### src/hw/rtl/hslp_mod.sv
`timescale 1ns / 1ps
`default_nettype none
// Reduce the hash modulo the active size, one quotient bit per cycle.
module hslp_mod #(
    parameter int HASH_BITS = 32,
    parameter int IDX_BITS  = 8
) (
    input  wire logic                 aclk,
    input  wire logic                 aresetn,
    input  wire logic                 start,
    input  wire logic [HASH_BITS-1:0] dividend,
    input  wire logic [IDX_BITS:0]    divisor,
    output logic                      done,
    output logic [IDX_BITS-1:0]       remainder
);
    localparam int CNT_BITS = $clog2(HASH_BITS + 1);

    logic [IDX_BITS+1:0]  rem_reg, rem_next;
    logic [HASH_BITS-1:0] shf_reg, shf_next;
    logic [CNT_BITS-1:0]  cnt_reg, cnt_next;
    logic                 busy_reg, busy_next;
    logic [IDX_BITS+1:0]  trial;

    // Shift in one dividend bit and subtract when it fits
    always_comb begin
        rem_next  = rem_reg;
        shf_next  = shf_reg;
        cnt_next  = cnt_reg;
        busy_next = busy_reg;
        trial     = {rem_reg[IDX_BITS:0], shf_reg[HASH_BITS-1]};
        if (start) begin
            rem_next  = '0;
            shf_next  = dividend;
            cnt_next  = CNT_BITS'(HASH_BITS);
            busy_next = 1'b1;
        end else if (busy_reg) begin
            shf_next = shf_reg << 1;
            if (trial >= {1'b0, divisor})
                rem_next = trial - {1'b0, divisor};
            else
                rem_next = trial;
            cnt_next = cnt_reg - 1'b1;
            if (cnt_reg == CNT_BITS'(1))
                busy_next = 1'b0;
        end
    end

    always_ff @(posedge aclk) begin
        if (!aresetn) begin
            busy_reg <= 1'b0;
            cnt_reg  <= '0;
        end else begin
            busy_reg <= busy_next;
            cnt_reg  <= cnt_next;
        end
        rem_reg <= rem_next;
        shf_reg <= shf_next;
    end

    assign done      = !busy_reg;
    assign remainder = rem_reg[IDX_BITS-1:0];
endmodule
`default_nettype wire

### config.mk
export PLATFORM = sky130hd
export DESIGN_NAME = hslp_mod
export DESIGN_NICKNAME = d
export VERILOG_FILES = /design/src/hw/rtl/hslp_mod.sv
export SDC_FILE = /design/constraint.sdc
export NUM_CORES = 1
export LEC_CHECK = 0
export BUFFER_PORTS_ARGS = -buffer_cell sky130_fd_sc_hd__buf_2
export CORE_ASPECT_RATIO = 0.75
export CORE_UTILIZATION = 50
export CTS_CLUSTER_SIZE = 25
export DETAILED_ROUTE_END_ITERATION = 10
export PLACE_DENSITY = 0.79
export SKIP_LAST_GASP = 1
export SYNTH_ARGS = -nofsm -noshare
export SYNTH_HDL_FRONTEND = slang
export SYNTH_SLANG_ARGS = --single-unit
### constraint.sdc
create_clock -name aclk -period 5.33 [get_ports aclk]
set_input_delay 0.533 -clock aclk [delete_from_list [all_inputs] [get_ports aclk]]
set_output_delay 0.533 -clock aclk [all_outputs]
set_load 0.02 [all_outputs]
# Word level (Yosys, flattened, before mapping)
# Cells that the tools add are included.
# W data, S select, Z words.
# word_totals
output_inout_bits,9
word_cells,21
regBits,48
inputBits,44
# classes
magnitude_cmp,1
n_bitwise,1
muxes,8
n_addsub,2
n_reduce_logical,3
n_eq_ne,1
# ops
operator,count
$mux W32,2
$mux W6,2
$ge A10 B9 Y1,1
$mux W9,1
$sub A9 B9 Y9,1
$eq A6 B1 Y1 const B,1
$sub A6 B1 Y6 const B,1
$mux W1,3
$reduce_bool A2 Y1,1
$reduce_or A2 Y1,1
$logic_not A1 Y1,1
$not A1 Y1,1

# Logic depth before layout (Yosys ltp)
# Gate-level depths: netlist (run 1).
# logic_depth
ltp_word,4
mapped_depth,9
mapped_depth_nobuf,9

# Least setup slack after synthesis (run 1)
# OpenSTA, ideal clock, no wires.
# synth_path
path_kind,input to register
start,input divisor[0]
end,register rem_reg[7]
stages,8
arrival_time_ns,2.220
t_required_ns,5.239
n_path_buf,0
slack_ns,3.019
setup_time_ns,0.091
cell_sequence,ha_1 > inv_1 > fa_1 > a211oi_1 > o21a_2 > o211a_2 > nand2_1 > a311oi_1
# synth_via
elab_chain_len,2
elab_cells_between_ends,3
# synth_lines
element,line,text
from (decl),12,"input wire logic [IDX_BITS:0] divisor,"
$sub A9 B9 Y9 / $ge A10 B9 Y1 (equally long branches),"39, 38",
$mux W9 *,38,"if (trial >= {1'b0, divisor})"
to (signal assigned),56,rem_reg <= rem_next;
to (decl),18,"logic [IDX_BITS+1:0] rem_reg, rem_next;"
# Every way passes the cells marked *; elsewhere a longest branch is shown, timed or not.
# A chain may end at the register's enable or synchronous reset.

# Worst setup path after layout (run 1)
# layout_path
start,register shf_reg[31]
end,register rem_reg[7]
# layout_via
elab_chain_len,2
elab_cells_between_ends,3
# layout_lines
element,line,text
from (decl),19,"logic [HASH_BITS-1:0] shf_reg, shf_next;"
from (signal assigned),57,shf_reg <= shf_next;
$sub A9 B9 Y9 / $ge A10 B9 Y1 (equally long branches),"39, 38",
$mux W9 *,38,
# Marked as above.

==> metrics.md, run 1 <==
| Metric | Value |
|---|---|
| Routed length per instance | `~14 µm` |
| Drt total wl | `between 4000 and 5000 µm` |
| Final cycle utilization of the critical path | `47.48%` |
| Critical path class | `reg -> reg` |
| Post-synth EDFFs | `32` |
| Worst EP arrival | `~2700 ps` |
| Transition time at the pin with the least slew margin | `about 900 ps` |
| Post-CTS setup-driven buffer insertion count | `0` |
| Clock insertion delay at the later pin of the skew report | `~300 ps` |
| Antenna violations before repair | `0` |
| Core outline area | `around 5000 µm²` |
| Distinct cells, synth | `45` |
| Number of vias after detailed routing | `1769` |
| Via density per instance | `about 5.5` |
| Time the final worst path needs with I/O delays and setup | `roughly 2500 ps` |
| Number of antenna-violating nets in the routed design | `0` |
| Final hold slack | `approximately 480 ps` |
| Hold crit path type | `in -> reg` |
| Sequential cell area in the final layout | `1281 µm²` |
| Maximum root-to-sink buffer count | `2` |
| Total power per unit cell area | `305.5 nW/µm²` |
| CTS Root Buffer Type | `sky130_fd_sc_hd__clkbuf_8` |
| Worst setup skew after layout | `~7.0 ps` |
| CTS Buf Count | `5` |
| Number of endpoints with negative hold slack in the final report | `0` |
| Synthesized netlist cell count | `around 220` |
| Fill cells | `between 400 and 500` |
| Placement row count | `22` |
| Post-Syn Area per Cell | `11.85 µm²` |
| Largest fanout on the critical path | `5` |
| Share of cells above drive strength 1 | `between 30% and 40%` |
| Clock sink total | `48` |
| Via count of the first global-routing pass | `1647` |
| Die span in y | `64.39 µm` |
| Number of warning messages in the yosys log | `0` |
| Half-perimeter wire length after placement | `3348 µm` |
| Required time at the worst-slack endpoint | `roughly 5500 ps` |
| Portion of the post-synthesis area used by sequential elements | `49.37%` |
| Wire length of the first global-routing pass | `~7700 µm` |
| Sort of element at the start of the critical path | `flip-flop` |
| Post-route setup TNS | `0 ps` |
| Type of destination of the critical path | `flip-flop` |
| Status | `completed` |
| Num ports | `53` |
| Number of pins with negative max-slew slack in the final report | `0` |
| DIE WIDTH | `between 80 and 90 µm` |
| Hold Buf Count CTS | `0` |
| LEAKAGE | `around 1.2 nW` |
| Nets in the synthesized netlist | `roughly 280` |
| Clock H-tree levels | `2` |
| Starting DRT DRC Count | `110` |
| First-pass detailed-route iteration total | `4` |
| Worst supply voltage drop on vdd | `0.1991 mV` |
| Unrepaired setup endpoints after global routing | `false` |
| Total congestion overflow | `0` |
| Footprint of the multi-input gates | `around 1200 µm²` |
| Flip-flop count of the largest register after layout | `32` |
| Area of the die | `5485 µm²` |
| Fmax achieved | `roughly 0.40 GHz` |
| Cell area after technology mapping | `2595 µm²` |
| # diodes | `0` |
| Pin count of the biggest net entering global routing | `46` |
| # Max-Cap Violations | `0` |
| Proportion of synthesized flip-flops having asynchronous set or reset | `0%` |
| GP Congestion | `between 0.7 and 0.8` |
| Area growth from synthesis to layout | `13.74%` |
| Initial Util | `between 50% and 60%` |
| Count of cells resized by post-cts repair | `0` |
| Count of buffers from port buffering | `52` |
| Relative slew slack | `40.95%` |
| Post-layout nets | `319` |
| Total routing resource utilization after global routing | `between 10% and 20%` |
| Count of state elements after synthesis | `48` |
| Primary FF master, synth | `sky130_fd_sc_hd__edfxtp_1` |
| CTS tree | `done` |
| Clock-pin slew on the worst setup and hold paths | `90 ps` |
| Final number of setup-violating endpoints | `0` |
| Drc violations | `0` |
[cells in the final DEF, fill, tap and decap left out, types with 7 or more instances in the layout]
cell | Yosys | routed
sky130_fd_sc_hd__buf_2 | 0 | 52
sky130_fd_sc_hd__mux2_2 | 31 | 31
sky130_fd_sc_hd__nand2_1 | 7 | 7
sky130_fd_sc_hd__edfxtp_1 | 32 | 32
sky130_fd_sc_hd__dfxtp_1 | 16 | 16
sky130_fd_sc_hd__a21oi_1 | 9 | 9
sky130_fd_sc_hd__a211oi_1 | 8 | 8
sky130_fd_sc_hd__nor2_1 | 18 | 18
sky130_fd_sc_hd__inv_1 | 15 | 15
sky130_fd_sc_hd__ha_1 | 11 | 11
[logic make-up after synthesis]
kind of cell    after synthesis  synth area share (%)
compound gates               37                 10.75
xor+xnor                      8                 2.700
fa+ha+maj                    12                 6.075
buf+inv                      30                 5.496
flops                        48                 49.37
mux                          36                 15.38
simple gates                 48                 10.22
[critical path, cell delays in order (launching register included)]
cell and delay (ps):
sky130_fd_sc_hd__edfxtp_1 400, sky130_fd_sc_hd__inv_1 70, sky130_fd_sc_hd__ha_1 150, sky130_fd_sc_hd__inv_1 60, sky130_fd_sc_hd__fa_1 410, sky130_fd_sc_hd__a211oi_1 480
sky130_fd_sc_hd__o21a_2 290, sky130_fd_sc_hd__o211a_2 250, sky130_fd_sc_hd__nand2_1 60, sky130_fd_sc_hd__a311oi_1 270
[final cells by class]
type	count	share of cell area [%]
Clock buffer	6	2.459
Clock inverter	2	1.187
Inverter	15	1.908
Multi-Input combinational cell	141	39.68
Sequential cell	48	43.41
Tap cell	60	2.543
Timing Repair Buffer	52	8.817
[worst paths after layout]
path | start | endpoint | slack [ps] | cells past startpoint
max | shf_reg[31]$_DFFE_PP_ | rem_reg[7]$_SDFFE_PP0P_ | 2800 | 9
min | aresetn | cnt_reg[5]$_SDFFE_PN0P_ | 480 | 2
max reg2reg | shf_reg[31]$_DFFE_PP_ | rem_reg[7]$_SDFFE_PP0P_ | 2800 | 9
min reg2reg | rem_reg[2]$_SDFFE_PP0P_ | rem_reg[2]$_SDFFE_PP0P_ | 510 | 2
[Yosys cell counts (all sizes together) (3+ instances only)]
cell | count | area [µm²]
o21a | 3 | 23.77
buf | 11 | 71.32
xor2 | 4 | 35.03
nand2 | 7 | 26.28
ha | 11 | 137.6
a211oi | 9 | 72.57
mux2i | 5 | 50.05
nand3 | 4 | 20.02
inv | 15 | 56.30
nor2 | 18 | 67.56
clkbuf | 4 | 15.01
dfxtp | 16 | 320.3
nand2b | 4 | 25.02
a21oi | 9 | 45.04
edfxtp | 32 | 960.9
o211ai | 4 | 43.79
xnor2 | 4 | 35.03
mux2 | 31 | 349.1
[power breakdown]
group / total, mW / leakage (nW) / internal (mW) / switching, mW
Clock: 0.258 / 0.0552 / 0.139 / 0.118
Sequential: 0.459 / 0.454 / 0.439 / 0.0199
Combinational: 0.185 / 0.710 / 0.0875 / 0.0972
[stage by stage]
stage	cell area, µm²	cells	util, %	setup WS, ps	total power, mW
final	2952	324	59.57	2800	0.9016
after detailed placement	2844	316	57.40	2647	0.6514
after global placement	2844	316	57.40	2793	0.6459
after global routing	2952	324	59.57	2574	0.9445
after floorplan	2595	219	-	3019	0.6078
after CTS	2952	324	59.57	2818	0.9063
[metal layers]
layer | global-route usage, % | vias to the layer above | wire length (µm)
li1 | - | 881 | -
met1 | 24.36 | 835 | 2255
met2 | 29.03 | 51 | 2150
met3 | 5.814 | 2 | 245
met4 | 4.661 | 0 | 31
met5 | 0 | - | 0
No activity file was read; power rests on OpenSTA's default activity.
==> run 2, diff against run 1 <==
--- a/config.mk
+++ b/config.mk
@@ -7,10 +7,10 @@
 export LEC_CHECK = 0
 export BUFFER_PORTS_ARGS = -buffer_cell sky130_fd_sc_hd__buf_2
 export CORE_ASPECT_RATIO = 0.75
-export CORE_UTILIZATION = 50
+export CORE_UTILIZATION = 49
 export CTS_CLUSTER_SIZE = 25
 export DETAILED_ROUTE_END_ITERATION = 10
-export PLACE_DENSITY = 0.79
+export PLACE_DENSITY = 0.8
 export SKIP_LAST_GASP = 1
 export SYNTH_ARGS = -nofsm -noshare
 export SYNTH_HDL_FRONTEND = slang
==> constraint.sdc (replaced) <==
create_clock -name aclk -period 2.2 [get_ports aclk]
set_input_delay 0.22 -clock aclk [delete_from_list [all_inputs] [get_ports aclk]]
set_output_delay 0.22 -clock aclk [all_outputs]
set_load 0.02 [all_outputs]
==> run 2 against run 1 <==
  * Fmax grew 14%
  * The run now ends with negative setup slack left
  * Sequential cell count is the same
  * Die area grew 2.0%
  * Setup slack lost 2800 ps
  * Critical path type unchanged
  * Global-route usage grew 1.0 points
  * Sequential power grew 140%
  * Final cell count grew 6.5%
==> metrics.md, run 2 (synthesis gave the netlist of run 1 again) <==
| Metric | Value |
|---|---|
| Status | `finished with violations` |
| Violated checks | `negative setup slack` |
| Reg-to-reg critical path endpoint | `rem_reg[1]$_SDFFE_PP0P_` |
| Fmax achieved | `0.4501 GHz (+14%)` |
| Critical path capture point | `rem_reg[1]$_SDFFE_PP0P_` |
| Half-perimeter wire length after placement | `3630 µm (+8.4%)` |
| Worst setup slack after layout | `-21.92 ps (-2821 ps)` |
| Worst setup skew after layout | `6.488 ps (-0.4777 ps)` |
| Starting DRT DRC Count | `84 (-24%)` |
| CTS tree | `done` |
| Post-route setup TNS | `-59.94 ps (-59.94 ps)` |
| Cell count of the worst reg-to-reg path | `9 (unchanged)` |
| Initial Util | `52.08% (-0.29 points)` |
| Total routing resource utilization after global routing | `19.36% (+1.0 points)` |
| Number of pins with negative max-slew slack in the final report | `0 (unchanged)` |
| Maximum root-to-sink buffer count | `2 (unchanged)` |
| Clock-pin slew on the worst setup and hold paths | `90 ps (about the same)` |
| Number of vias after detailed routing | `1796 (+1.5%)` |
| Number of endpoints with negative hold slack in the final report | `0 (unchanged)` |
| Worst EP arrival | `2430 ps (-300 ps)` |
| Flip-flop count of the largest register after layout | `32 (unchanged)` |
| Sort of element at the start of the critical path | `flip-flop` |
| CTS Root Buffer Type | `sky130_fd_sc_hd__clkbuf_8` |
| Type of destination of the critical path | `flip-flop` |
| Drt total wl | `5126 µm (+9.4%)` |
| Antenna violations before repair | `0 (unchanged)` |
| Area growth from synthesis to layout | `19.24%` |
| Origin of the critical flop-to-flop path | `shf_reg[31]$_DFFE_PP_` |
| CTS Buf Count | `5 (unchanged)` |
| Pin count of the biggest net entering global routing | `33 (-28%)` |
| First-pass detailed-route iteration total | `4 (unchanged)` |
| Core outline area | `4982 µm² (+0.56%)` |
| Clock insertion delay at the later pin of the skew report | `300 ps (about the same)` |
| Via count of the first global-routing pass | `1689 (+2.6%)` |
| Final number of setup-violating endpoints | `4 (+4)` |
| LEAKAGE | `1.261 nW (+3.5%)` |
| Hold crit path type | `in -> reg` |
| Wire length of the first global-routing pass | `8197 µm (+7.0%)` |
| Die span in y | `65.03 µm (+0.99%)` |
| Total Power Consumption | `2.180 mW (+140%)` |
| Relative slew slack | `50.50% (+9.5 points)` |
| Final Core Density | `62.10% (+2.5 points)` |
| Placement row count | `22 (unchanged)` |
| GP Congestion | `0.9074 (+17%)` |
| Final cycle utilization of the critical path | `101.0% (+54 points)` |
| Minimum setup slack among reg-to-reg paths | `-20 ps (-2820 ps)` |
| Largest fanout on the critical path | `8 (+3)` |
| Total congestion overflow | `0 (unchanged)` |
| DIE WIDTH | `86.03 µm (+0.99%)` |
| Clock H-tree levels | `2 (unchanged)` |
| Drc violations | `0 (unchanged)` |
| Area of the die | `5594 µm² (+2.0%)` |
| # diodes | `0 (unchanged)` |
| Via density per instance | `5.206 (-4.7%)` |
| Routed length per instance | `14.86 µm (+2.8%)` |
| Hold Buf Count CTS | `0 (unchanged)` |
| Worst supply voltage drop on vdd | `0.5278 mV (+170%)` |
| Total power per unit cell area | `704.6 nW/µm² (+130%)` |
| Post-layout nets | `328 (+2.8%)` |
| Most used cells in the layout excluding fill and tap cells | `sky130_fd_sc_hd__buf_2 (52), sky130_fd_sc_hd__edfxtp_1 (32), sky130_fd_sc_hd__mux2_2 (31)` |
| Clock sink total | `48 (unchanged)` |
| Origin of the worst setup path | `shf_reg[31]$_DFFE_PP_` |
| Transition time at the pin with the least slew margin | `742.5 ps (-143.2 ps)` |
| Time the final worst path needs with I/O delays and setup | `2222 ps (-308.6 ps)` |
| Required time at the worst-slack endpoint | `2410 ps (-3120 ps)` |
| Critical path class | `reg -> reg` |
| Number of antenna-violating nets in the routed design | `0 (unchanged)` |
| Num ports | `53 (unchanged)` |
| Unrepaired setup endpoints after global routing | `true` |
| Most common cell after layout, fill and taps aside | `sky130_fd_sc_hd__buf_2` |
| # Max-Cap Violations | `0 (unchanged)` |
| Final hold slack | `149.4 ps (-326.7 ps)` |
| Count of buffers from port buffering | `52 (unchanged)` |
| Share of cells above drive strength 1 | `42.86% (+6.1 points)` |
run 2: changes by cell type in the layout (fill, tap and decap cells not counted), sizes merged:
cell,change
clkinv,-1
buf,+9
bufinv,-1
clkinvlp,+2
run 2: worst max-delay path, cell delays in order (launching register included):
cell,delay (ps)
sky130_fd_sc_hd__edfxtp_1,390
sky130_fd_sc_hd__inv_1,70
sky130_fd_sc_hd__ha_2,170
sky130_fd_sc_hd__inv_2,40
sky130_fd_sc_hd__fa_2,410
sky130_fd_sc_hd__a211oi_4,290
sky130_fd_sc_hd__o21a_4,200
sky130_fd_sc_hd__o211ai_4,170
sky130_fd_sc_hd__mux2i_1,170
sky130_fd_sc_hd__a211oi_1,210
run 2: how the worst min path moves through the flow:
| stage | slack [ps] | depth (start not counted) | to | from |
|---|---|---|---|---|
| 2_1_floorplan | 340 | 1 | cnt_reg[5]$_SDFFE_PN0P_ | aresetn |
| 3_3_place_gp | 460 | 2 | cnt_reg[5]$_SDFFE_PN0P_ | aresetn |
| 4_1_cts | 150 | 2 | cnt_reg[5]$_SDFFE_PN0P_ | aresetn |
| 3_5_place_dp | 460 | 2 | cnt_reg[5]$_SDFFE_PN0P_ | aresetn |
| 6_report | 150 | 2 | cnt_reg[5]$_SDFFE_PN0P_ | aresetn |
| 5_1_grt | 150 | 2 | cnt_reg[5]$_SDFFE_PN0P_ | aresetn |
run 2: report_power, final:
group	switching, mW	total [mW]	internal (mW)
clock network	0.295	0.550	0.255
logic	0.274	0.526	0.251
registers	0.0406	1.10	1.06
total	0.610	2.18	1.57
run 2: timing repair:
action / 4_1_cts / 5_1_grt
pin swaps: 8 / 6
endpoints found under the setup margin: 9 / 9
gates resized for setup: 10 / 5
setup buffers: 2 / 1
run 2: cell type report:
| cell class | count | area [µm²] |
|---|---|---|
| multi-input cells | 141 | 1241 |
| repair buffers | 61 | 327.8 |
| flip-flops and latches | 48 | 1281 |
| inverters | 15 | 56.30 |
| well taps | 72 | 90.09 |
| fillers | 408 | 1888 |
| clock buffers | 6 | 82.58 |
| clock inverters | 2 | 15.01 |
run 2: per-stage QoR:
step	std cells	instance area (µm²)	worst slack (ps)
floorplan	219	2595	0.6946
global placement	335	2912	-32.49
detailed placement	335	2912	-136.9
CTS	344	3073	-11.45
global route	345	3094	-125.4
finish	345	3094	-21.92
run 2: layer usage:
metal	vias up	wire length, µm	GRT usage, %
met4	0	24	2.500
met5	-	0	0
met1	863	2525	27.28
met2	30	2442	31.35
li1	901	-	-
met3	2	133	4.459
==> run 3, diff against run 2 <==
--- a/config.mk
+++ b/config.mk
@@ -7,10 +7,10 @@
 export LEC_CHECK = 0
 export BUFFER_PORTS_ARGS = -buffer_cell sky130_fd_sc_hd__buf_2
 export CORE_ASPECT_RATIO = 0.75
-export CORE_UTILIZATION = 49
+export CORE_UTILIZATION = 40
 export CTS_CLUSTER_SIZE = 25
 export DETAILED_ROUTE_END_ITERATION = 10
-export PLACE_DENSITY = 0.8
+export PLACE_DENSITY = 0.69
 export SKIP_LAST_GASP = 1
 export SYNTH_ARGS = -nofsm -noshare
 export SYNTH_HDL_FRONTEND = slang
==> run 3 against run 2 <==
  * The run now ends clean
  * Final area about the same
  * Setup slack improved by 44 ps
  * Non-clock buffer count is 2 higher
  * Core utilization fell by 13 points
  * Register-to-register slack better by 40 ps
  * Sequential share of layout area about the same
  * Count of clock-buffer cells in the layout stayed put
  * Clock power is 13% higher
  * Fmax rose by 2.0%
  * First-iteration DRC count decreased by 25%
  * Critical path depth unchanged
  * Sequential power hardly changed
==> metrics.md, run 3 (synthesis gave the netlist of run 1 again) <==
| Metric | Value |
|---|---|
| Share of cells above drive strength 1 | `41.45% (-1.4 points)` |
| CTS Root Buffer Type | `sky130_fd_sc_hd__clkbuf_8` |
| Largest fanout on the critical path | `8 (unchanged)` |
| Cell count of the worst reg-to-reg path | `9 (unchanged)` |
| Core outline area | `6287 µm² (+26%)` |
| Hold crit path type | `in -> reg` |
| Internal cell power | `1.645 mW (+4.8%)` |
| GRT Max-Usage Layer | `met2` |
| First-pass detailed-route iteration total | `4 (unchanged)` |
| Antenna violations before repair | `0 (unchanged)` |
| Worst supply voltage drop on vdd | `0.4048 mV (-23%)` |
| DIE WIDTH | `95.01 µm (+10%)` |
| Half-perimeter wire length after placement | `3521 µm (-3.0%)` |
| Relative slew slack | `72.70% (+22 points)` |
| Met2 track demand over resource | `22.86% (-8.5 points)` |
| Part of the total power dissipated in the clock network | `27.9% (+2.7 points)` |
| Final cycle utilization of the critical path | `99.00% (-2.0 points)` |
| CTS Buf Count | `5 (unchanged)` |
| Drc violations | `0 (unchanged)` |
| Clock H-tree levels | `2 (unchanged)` |
| Final hold slack | `179.0 ps (+29.58 ps)` |
| Clock insertion delay at the later pin of the skew report | `290 ps (about the same)` |
| LEAKAGE | `1.275 nW (+1.1%)` |
| Final Core Density | `49.23% (-13 points)` |
| Num ports | `53 (unchanged)` |
| Power share of the combinational group | `22.4% (-1.7 points)` |
| Most common cell after layout, fill and taps aside | `sky130_fd_sc_hd__buf_2` |
| Via density per instance | `5.022 (-3.5%)` |
| Unrepaired setup endpoints after global routing | `true` |
| Critical path class | `reg -> reg` |
| Type of destination of the critical path | `flip-flop` |
| Post-layout nets | `330 (+0.61%)` |
| Time the final worst path needs with I/O delays and setup | `2178 ps (-44.01 ps)` |
| Die span in y | `71.76 µm (+10%)` |
| Placement row count | `25 (+14%)` |
| CP bufs+invs | `2 (unchanged)` |
| Drt total wl | `4865 µm (-5.1%)` |
| Maximum root-to-sink buffer count | `2 (unchanged)` |
| Area growth from synthesis to layout | `19.29% (about the same)` |
| Cell chain of the critical path | `inv_1 > ha_2 > inv_2 > fa_2 > a211oi_2 > o21a_2 > o211ai_4 > mux2i_1 > a211oi_1` |
| GR met3 Demand/Resource | `3.291% (-1.2 points)` |
| Total Power Consumption | `2.221 mW (+1.9%)` |
| Number of pins with negative max-slew slack in the final report | `0 (unchanged)` |
| Clock sink total | `48 (unchanged)` |
| Hold Buf Count CTS | `0 (unchanged)` |
| Starting DRT DRC Count | `63 (-25%)` |
| Routed length per instance | `13.67 µm (-8.0%)` |
| Total number of cells along the worst setup path | `9 (unchanged)` |
| Placed Cells | `347 (+3.6%)` |
| Final number of setup-violating endpoints | `0 (-4)` |
| Worst EP arrival | `2380 ps (-50 ps)` |
| Crit path max-delay family | `compound AO/OA/AOI/OAI gates` |
| Required time at the worst-slack endpoint | `2400 ps (about the same)` |
| # diodes | `0 (unchanged)` |
| Flip-flop count of the largest register after layout | `32 (unchanged)` |
| Fmax achieved | `0.4592 GHz (+2.0%)` |
| Number of antenna-violating nets in the routed design | `0 (unchanged)` |
| Wire length of the first global-routing pass | `7721 µm (-5.8%)` |
| # Max-Cap Violations | `0 (unchanged)` |
| Pin count of the biggest net entering global routing | `26 (-21%)` |
| Total routing resource utilization after global routing | `14.57% (-4.8 points)` |
| Area of the die | `6817 µm² (+22%)` |
| Sequential cell fraction of total power | `49.7% (-1.0 points)` |
| Number of vias after detailed routing | `1788 (-0.45%)` |
| Worst-path cell with the longest stage delay | `sky130_fd_sc_hd__edfxtp_1` |
| Met1 track demand over resource | `20.66% (-6.6 points)` |
| Net switching power | `0.5762 mW (-5.5%)` |
| Net Sw Frac | `25.94% (-2.0 points)` |
| Worst setup skew after layout | `6.762 ps (+0.2744 ps)` |
| Most used cells in the layout excluding fill and tap cells | `sky130_fd_sc_hd__buf_2 (52), sky130_fd_sc_hd__edfxtp_1 (32), sky130_fd_sc_hd__mux2_2 (31)` |
| Final design area excluding fillers | `3095 µm² (about the same)` |
| Clock-pin slew on the worst setup and hold paths | `80 ps (about the same)` |
| GP Congestion | `0.8231 (-9.3%)` |
| Status | `completed` |
| Transition time at the pin with the least slew margin | `408.8 ps (-333.7 ps)` |
| Sort of element at the start of the critical path | `flip-flop` |
| Number of endpoints with negative hold slack in the final report | `0 (unchanged)` |
| Delay of the slowest cell on the worst path | `410 ps (about the same)` |
| Hold Path Cell Cnt | `2 (unchanged)` |
| Initial Util | `41.27% (-11 points)` |
| Cell area reported after detailed placement | `2958 µm² (+1.6%)` |
| Via count of the first global-routing pass | `1679 (-0.59%)` |
| Layout Cells excl Fill | `356 (+3.2%)` |
| Count of buffers from port buffering | `52 (unchanged)` |
| Total congestion overflow | `0 (unchanged)` |
| CTS tree | `done` |
| Total power per unit cell area | `717.6 nW/µm² (+1.9%)` |
run 3: what timing repair did:
action / 4_1_cts / 5_1_grt
endpoints found under the setup margin: 9 / 9
buffers inserted: 0 / 1
pin swaps: 2 / 14
resized for setup: 1 / 6
run 3: power groups by stage:
stage / Combinational, mW / Clock [mW] / Sequential, mW
2_1_floorplan: 0.361 / 0 / 1.11
3_3_place_gp: 0.477 / 0 / 1.12
3_5_place_dp: 0.481 / 0 / 1.13
4_1_cts: 0.487 / 0.637 / 1.10
5_1_grt: 0.551 / 0.677 / 1.11
6_report: 0.498 / 0.619 / 1.10
run 3: final cells by class:
class / instances / area, µm²
fillers: 576 / 3192
flip-flops and latches: 48 / 1281
multi-input cells: 141 / 1194
repair buffers: 63 / 355.3
well taps: 81 / 101.3
clock buffers: 6 / 72.57
inverters: 15 / 56.30
clock inverters: 2 / 35.03
run 3: through the flow:
step	TNS, ps	setup WS, ps
after floorplan	0	0.6946
after global placement	-0.01910	-0.01910
after detailed placement	-316.6	-62.61
after CTS	0	14.72
after global routing	-457.8	-80.83
final	0	22.09
run 3: per-layer routing:
layer / vias to the layer above / share of wire (%)
met5: - / 0
met4: 0 / 0.47
met3: 2 / 3.3
met2: 25 / 47
met1: 851 / 49
li1: 910 / -
run 3: path summary, 6_finish.rpt:
path	from	to	slack (ps)
worst max-delay path	shf_reg[31]$_DFFE_PP_	rem_reg[4]$_SDFFE_PP0P_	20
worst min-delay path	aresetn	cnt_reg[5]$_SDFFE_PN0P_	180
worst max register to register	shf_reg[31]$_DFFE_PP_	rem_reg[4]$_SDFFE_PP0P_	20
worst min register to register	rem_reg[2]$_SDFFE_PP0P_	rem_reg[2]$_SDFFE_PP0P_	500
